===== src/rtl/core/breathing_led_gamma_pwm_macros.svh =====
// Assertion macros for the breathing LED duty generator.
// Used by the top level; no other dependencies.
`ifndef BREATHING_LED_GAMMA_PWM_MACROS_SVH
`define BREATHING_LED_GAMMA_PWM_MACROS_SVH
`ifndef NO_ASSERTIONS
// same-cycle implication
`define BLGP_ASSERT_IMPL(label, clk, rst, pre, post, msg) \
   label: assert property (@(posedge clk) disable iff (rst) (pre) |-> (post)) \
      else $error(msg);
// next-cycle implication
`define BLGP_ASSERT_NEXT(label, clk, rst, pre, post, msg) \
   label: assert property (@(posedge clk) disable iff (rst) (pre) |=> (post)) \
      else $error(msg);
`else
`define BLGP_ASSERT_IMPL(label, clk, rst, pre, post, msg)
`define BLGP_ASSERT_NEXT(label, clk, rst, pre, post, msg)
`endif
`endif


===== src/rtl/core/blgp_pkg.sv =====
// Shared types and constants of the breathing LED duty generator.
// No dependencies.
package blgp_pkg;

   localparam int TIME_W       = 32;
   localparam int PERIOD_W     = 16;
   localparam int ENTRY_W      = 10;
   localparam int DIV_W        = 32;
   localparam int DIV_STEPS    = DIV_W;
   localparam int CSR_IDX_W    = 1;
   localparam int CSR_DATA_W   = 16;

   localparam int MAX_DUTY_DEF    = 999;
   localparam int TABLE_DEPTH_DEF = 1024;

   localparam logic [PERIOD_W-1:0] PERIOD_FLOOR = 16'd100;
   localparam logic [PERIOD_W-1:0] PERIOD_RESET = 16'd2000;
   localparam logic                ENABLE_RESET = 1'b1;

   localparam logic [CSR_IDX_W-1:0] CSR_PERIOD = 1'b0;
   localparam logic [CSR_IDX_W-1:0] CSR_ENABLE = 1'b1;

   localparam logic OP_TICK = 1'b0;
   localparam logic OP_LOAD = 1'b1;

   typedef enum logic [3:0] {
      ST_IDLE,
      ST_MOD,
      ST_FOLD,
      ST_MUL,
      ST_LOAD_SCALE,
      ST_SCALE,
      ST_READ,
      ST_EMIT,
      ST_ZERO
   } state_type;

   typedef struct packed {
      logic ram_wr;
      logic load_mod;
      logic div_step;
      logic fold;
      logic mul;
      logic load_scale;
      logic rd;
      logic emit;
      logic emit_zero;
   } cmd_type;

   typedef struct packed {
      logic enable;
      logic rsp_busy;
   } status_type;

endpackage


===== src/rtl/core/blgp_ctrl.sv =====
// Sequencer of the breathing LED duty generator: input handshake,
// step counting for the shared divider, command generation. Uses blgp_pkg.
module blgp_ctrl (
   input  logic                clock,
   input  logic                reset,
   input  logic                req_valid,
   input  logic                req_opcode,
   output logic                req_stall,
   input  blgp_pkg::status_type status,
   output blgp_pkg::cmd_type   cmd
);

   localparam int CNT_W = $clog2(blgp_pkg::DIV_STEPS);

   blgp_pkg::state_type state_ff, state_in;
   logic [CNT_W-1:0]    cnt_ff, cnt_in;
   logic                last_step;
   logic                accept;

   assign accept    = req_valid && (state_ff == blgp_pkg::ST_IDLE);
   assign last_step = (cnt_ff == CNT_W'(blgp_pkg::DIV_STEPS - 1));
   assign req_stall = (state_ff != blgp_pkg::ST_IDLE);

   always_ff @(posedge clock) begin
      if (reset) begin
         state_ff <= blgp_pkg::ST_IDLE;
         cnt_ff   <= '0;
      end else begin
         state_ff <= state_in;
         cnt_ff   <= cnt_in;
      end
   end

   always_comb begin
      state_in = state_ff;
      cmd      = '0;
      case (state_ff)
         blgp_pkg::ST_IDLE: begin
            if (accept) begin
               if (req_opcode == blgp_pkg::OP_LOAD) begin
                  cmd.ram_wr = 1'b1;
               end else if (status.enable) begin
                  cmd.load_mod = 1'b1;
                  state_in     = blgp_pkg::ST_MOD;
               end else begin
                  state_in = blgp_pkg::ST_ZERO;
               end
            end
         end
         blgp_pkg::ST_MOD: begin
            cmd.div_step = 1'b1;
            if (last_step) begin
               state_in = blgp_pkg::ST_FOLD;
            end
         end
         blgp_pkg::ST_FOLD: begin
            cmd.fold = 1'b1;
            state_in = blgp_pkg::ST_MUL;
         end
         blgp_pkg::ST_MUL: begin
            cmd.mul  = 1'b1;
            state_in = blgp_pkg::ST_LOAD_SCALE;
         end
         blgp_pkg::ST_LOAD_SCALE: begin
            cmd.load_scale = 1'b1;
            state_in       = blgp_pkg::ST_SCALE;
         end
         blgp_pkg::ST_SCALE: begin
            cmd.div_step = 1'b1;
            if (last_step) begin
               state_in = blgp_pkg::ST_READ;
            end
         end
         blgp_pkg::ST_READ: begin
            cmd.rd   = 1'b1;
            state_in = blgp_pkg::ST_EMIT;
         end
         blgp_pkg::ST_EMIT: begin
            if (!status.rsp_busy) begin
               cmd.emit = 1'b1;
               state_in = blgp_pkg::ST_IDLE;
            end
         end
         blgp_pkg::ST_ZERO: begin
            if (!status.rsp_busy) begin
               cmd.emit_zero = 1'b1;
               state_in      = blgp_pkg::ST_IDLE;
            end
         end
         default: begin
            state_in = blgp_pkg::ST_IDLE;
         end
      endcase
      cnt_in = cmd.div_step ? cnt_ff + CNT_W'(1) : '0;
   end

endmodule


===== config.mk =====
export PLATFORM = sky130hd
export DESIGN_NAME = blgp_ctrl
export DESIGN_NICKNAME = d
export VERILOG_FILES = /design/src/rtl/core/breathing_led_gamma_pwm_macros.svh /design/src/rtl/core/blgp_pkg.sv /design/src/rtl/core/blgp_ctrl.sv
export SDC_FILE = /design/constraint.sdc
export NUM_CORES = 1
export LEC_CHECK = 0
export CORE_AREA = 2 2 39 41
export CTS_CLUSTER_SIZE = 8
export DETAILED_ROUTE_END_ITERATION = 16
export DIE_AREA = 0 0 41 43
export DONT_BUFFER_PORTS = 1
export HOLD_SLACK_MARGIN = 0.08
export PLACE_DENSITY = 0.62
export SLEW_MARGIN = 20
export SYNTH_ARGS = -nofsm -noshare
export SYNTH_HDL_FRONTEND = slang
export SYNTH_SLANG_ARGS = --single-unit

===== constraint.sdc =====
create_clock -name clock -period 1.6 [get_ports clock]
set_input_delay 0.32 -clock clock [delete_from_list [all_inputs] [get_ports clock]]
set_output_delay 0.32 -clock clock [all_outputs]
set_load 0.03 [all_outputs]

After elaboration in Yosys (flattened, before gate mapping)
Index checks and enable logic that the tools add are counted.
{ "classes": {"eq_ne": 14, "reduce_logical": 7, "bitwise": 1, "addsub": 1, "n_mux": 20} }
{ "op_table": {"columns": ["cell", "count"], "rows": [
  ["$pmux W4 S8", 1],
  ["$mux W4", 6],
  ["$eq A4 B3 Y1 const B", 4],
  ["$mux W1", 11],
  ["$ne A2 B2 Y1 const B", 5],
  ["$eq A4 B2 Y1 const B", 2],
  ["$reduce_or A2 Y1", 3],
  ["$add A5 B1 Y5 const B", 1],
  ["$eq A5 B5 Y1 const B", 1],
  ["$reduce_and A5 Y1", 1],
  ["$eq A4 B1 Y1 const B", 1],
  ["$eq A4 B4 Y1 const B", 1],
  ["$logic_not A4 Y1", 1],
  ["$mux W2", 2],
  ["$reduce_bool A4 Y1", 1],
  ["$logic_and A1 B1 Y1", 1],
  ["$not A1 Y1", 1]
]} }
{ "totals": {"word_cells": 45, "reg_bits": 9, "output_inout_bits": 10} }

Depth between registers and ports, before layout
{ "logic_depth": {"word_depth": 5, "depth_mapped": 6, "mapped_depth_nobuf": 6} }

Worst setup path before layout
No wires, ideal clock.
{ "synth_timing": {"path_kind": "register to output", "startpoint": "register state_ff[2]", "endpoint": "output cmd[7] in the netlist's numbering", "arrival_ns": 1.578, "slack_ns": -0.298, "path_buffers": 1, "required_ns": 1.280, "stages_incl_launch_ff": 5, "cell_sequence": "dfxtp_1 buf_6 nor4_4 inv_2 nor3_1"} }
{ "synth_rtl": {"columns": ["element", "line_no", "rtl"], "rows": [
  ["from (decl)", "blgp_ctrl.sv:15", "blgp_pkg::state_type state_ff, state_in;"],
  ["from (signal assigned)", "blgp_ctrl.sv:26", "state_ff <= blgp_pkg::ST_IDLE;"],
  ["from (signal assigned)", "blgp_ctrl.sv:29", "state_ff <= state_in;"],
  ["to (decl)", "blgp_ctrl.sv:10", "output blgp_pkg::cmd_type cmd"]
]} }

==> results.py <==
metrics = {
    "clock_network": {
        "clk_pin_slew_ns": 0.06,
        "cts_root_buf": "clkbuf_4",
        "clk_path_buf_depth": 2,
        "cts_sinks": 9,
        "postCtsHoldBufs": 0,
        "numCtsBuffers": 3,
        "h-tree-depth": 1,
        "tritoncts": "done",
        "clk_latency_ns": 0.26,
    },
    "timing": {
        "tightest_slew_ns": 0.3475,
        "skew_ns": 0.0004491,
        "final.period_utilization_pct": 104.6,
        "slew_headroom_pct": 76.24,
        "fmax_mhz": 597.6,
        "setup_violations": 6,
        "final.min_clock_period_ns": 1.673,
        "hold_viol_final": 0,
        "setup_ws_ns": -0.07333,
        "rsz0062_at_grt": "yes",
        "fin_setup_tns_ns": -0.1472,
        "drv_slew": 0,
    },
    "critical_path": {
        "reg2reg_depth": 5,
        "r2r_end": "state_ff[3]",
        "critPathSlowestCell": "dfxtp_4",
        "rrSetupSlack_ns": 0.15,
        "end_kind": "output pin",
        "cp-start-kind": "flop",
        "crit_chain": "nor4_4 -> inv_2 -> nor3_2 -> buf_4",
        "cp_slowest_stage_delay_ns": 0.36,
        "cp.arrival_ns": 1.35,
        "rr_startpoint": "state_ff[3]",
        "timing_worst_setup_path_type": "reg -> out",
        "crit_fanout": 3,
        "cp.required_ns": 1.28,
    },
    "grt": {
        "grt_pass1_wl_um": 1842,
        "antenna_found_initial": 0,
        "grt_usage_pct": 15.69,
        "grt_remaining_overflow": 0,
        "grt_pass1_vias": 467,
        "grt_max_degree": 11,
    },
    "hold_path": {
        "hold_end": "state_ff[3]",
        "hp-class": "in -> reg",
        "worstHoldStart": "reset",
        "hold_depth": 1,
    },
    "routing": {
        "via_per_inst": 5.237,
        "wl_per_cell_um": 13.01,
        "vias": 487,
        "drt_iter0_drc": 14,
        "dr.pass1.iters": 4,
        "postRouteWirelength_um": 1210,
        "drtAntennaViolNets": 0,
        "route.detailed.drc": 0,
    },
    "yosys": {
        "yosys.cell_types.count": 28,
        "synth_edf_count": 0,
        "async_reset_ff_share_pct": 0,
        "syn_inst": 59,
        "yosys_most_used_dff": "dfxtp_1",
        "synth.area.top_cells": "dfxtp_1 36%, nor3_1 7.0%, nor2_1 6.0%",
        "synth_top_area_share_pct": 36.09,
        "yosysWarnings": 0,
        "synthesis.nets": 67,
        "synth_seq_cells": 9,
        "postSynthAreaPerCell_um2": 8.462,
        "syn_area_um2": 499.2,
        "synth-seq-area-share_pct": 36.09,
        "yosysTopAreaCell": "dfxtp_1",
    },
    "final_layout": {
        "area_growth_pct": 46.37,
        "insertedDiodeCount": 0,
        "nNetsFinal": 86,
        "layout.cells.non_filler": 93,
        "layout-drive-gt1-share_pct": 49.35,
    },
    "power": {
        "power_density_mw_per_mm2": 712.3,
        "leakagePower_nw": 0.3247,
        "peakVddDrop_mv": 0.3921,
    },
    "floorplan": {
        "coreArea_mm2": 0.001384,
        "die_area_mm2": 0.001763,
        "fp.dieH_um": 43,
        "die_w_um": 41,
        "io_pins": 16,
        "rows": 14,
        "initial_utilization_pct": 36.08,
    },
    "place": {
        "io_buffers": 0,
        "place_congestion": 0.6649,
        "dp_cells": 83,
        "hpwl_um": 721,
    },
    "status": {
        "violations": "negative setup slack",
        "status": "finished with violations",
    },
    "run": {
        "timing.max_cap.violations": 0,
    },
}
-- layout make-up --
type | count | area (um2)
fillers | 140 | 653.1
multi-input cells | 45 | 341.6
flip-flops and latches | 9 | 192.7
repair buffers | 17 | 142.6
clock buffers | 4 | 26.28
well taps | 16 | 20.02
inverters | 2 | 7.507
-- state kept, by name, summed over array words and instances (netlist names) --
| name | cells |
|---|---|
| cnt_ff | 5 |
| state_ff | 4 |
-- worst max path at each step --
stage                startpoint     end  slack (ns)  cells past startpoint
floorplan           state_ff[2]  cmd[3]       -0.08                      3
global placement    state_ff[2]  cmd[7]        0.11                      4
detailed placement  state_ff[2]  cmd[7]         0.1                      4
CTS                 state_ff[1]  cmd[7]       -0.10                      4
global route        state_ff[3]  cmd[7]       -0.18                      4
finish              state_ff[3]  cmd[7]       -0.07                      4
-- placed cells by master (no fill, tap or decap), types with 3 or more instances in the layout --
cell type	synthesis	routed
nand2b_1	3	3
nand2_1	4	3
buf_4	0	13
nor2_1	8	7
buf_6	1	4
dfxtp_1	9	5
clkbuf_4	0	3
nor3_2	0	5
dfxtp_4	0	3
-- routing by layer --
layer  share of wire, %  GRT usage, %  vias to the layer above
met1                 43         18.77                      222
met5                  0             0                        -
met3                4.2         5.236                        2
met4               0.99         10.00                        0
li1                   -             -                      246
met2                 51         22.81                       17
-- critical path: cells and delay by family (launching register included) --
family	cells	cell delay, ns
buffers and inverters	2	0.25
flip-flops	1	0.36
AND/OR/NAND/NOR	2	0.48
-- per-stage QoR --
step	hold WS, ns	worst slack, ns	util (%)	cell area, um2	power (mW)
global placement	0.3934	0.1138	42.86	593.1	0.3329
floorplan	0.3891	-0.07501	-	511.7	0.3107
detailed placement	0.3958	0.09851	42.86	593.1	0.3335
finish	0.1146	-0.07333	52.80	730.7	0.5205
global route	0.1015	-0.1772	52.80	730.7	0.5523
CTS	0.1048	-0.1019	50.63	700.7	0.5294
-- synth_stat cells, drive strengths merged, types with 2 or more instances --
cell,count
a21oi,2
and2,2
and3,2
buf,3
dfxtp,9
ha,2
inv,2
nand2,4
nand2b,3
nor2,8
nor3,7
or3,2
-- cells by family after synthesis --
kind of cell             Yosys count  share of synthesized area, %
flip-flops                         9                         36.09
XOR/XNOR                           2                         3.509
AND/OR/NAND/NOR                   34                         38.85
adder cells (fa/ha/maj)            2                         5.012
buffers and inverters              5                         5.763
AO/OA/AOI/OAI                      7                         10.78
-- power breakdown --
part,switching (mW),internal [mW]
registers,0.0151,0.227
logic,0.0519,0.0500
clock network,0.0803,0.0962
total,0.147,0.373
-- what timing repair did --
item,CTS,global route
endpoints found under the hold margin,0,0
buffers inserted,5,1
gates cloned,0,0
gates resized for setup,13,6
pin swaps,2,2
setup endpoints to repair,9,10
No activity file was read; power rests on OpenSTA's default activity.
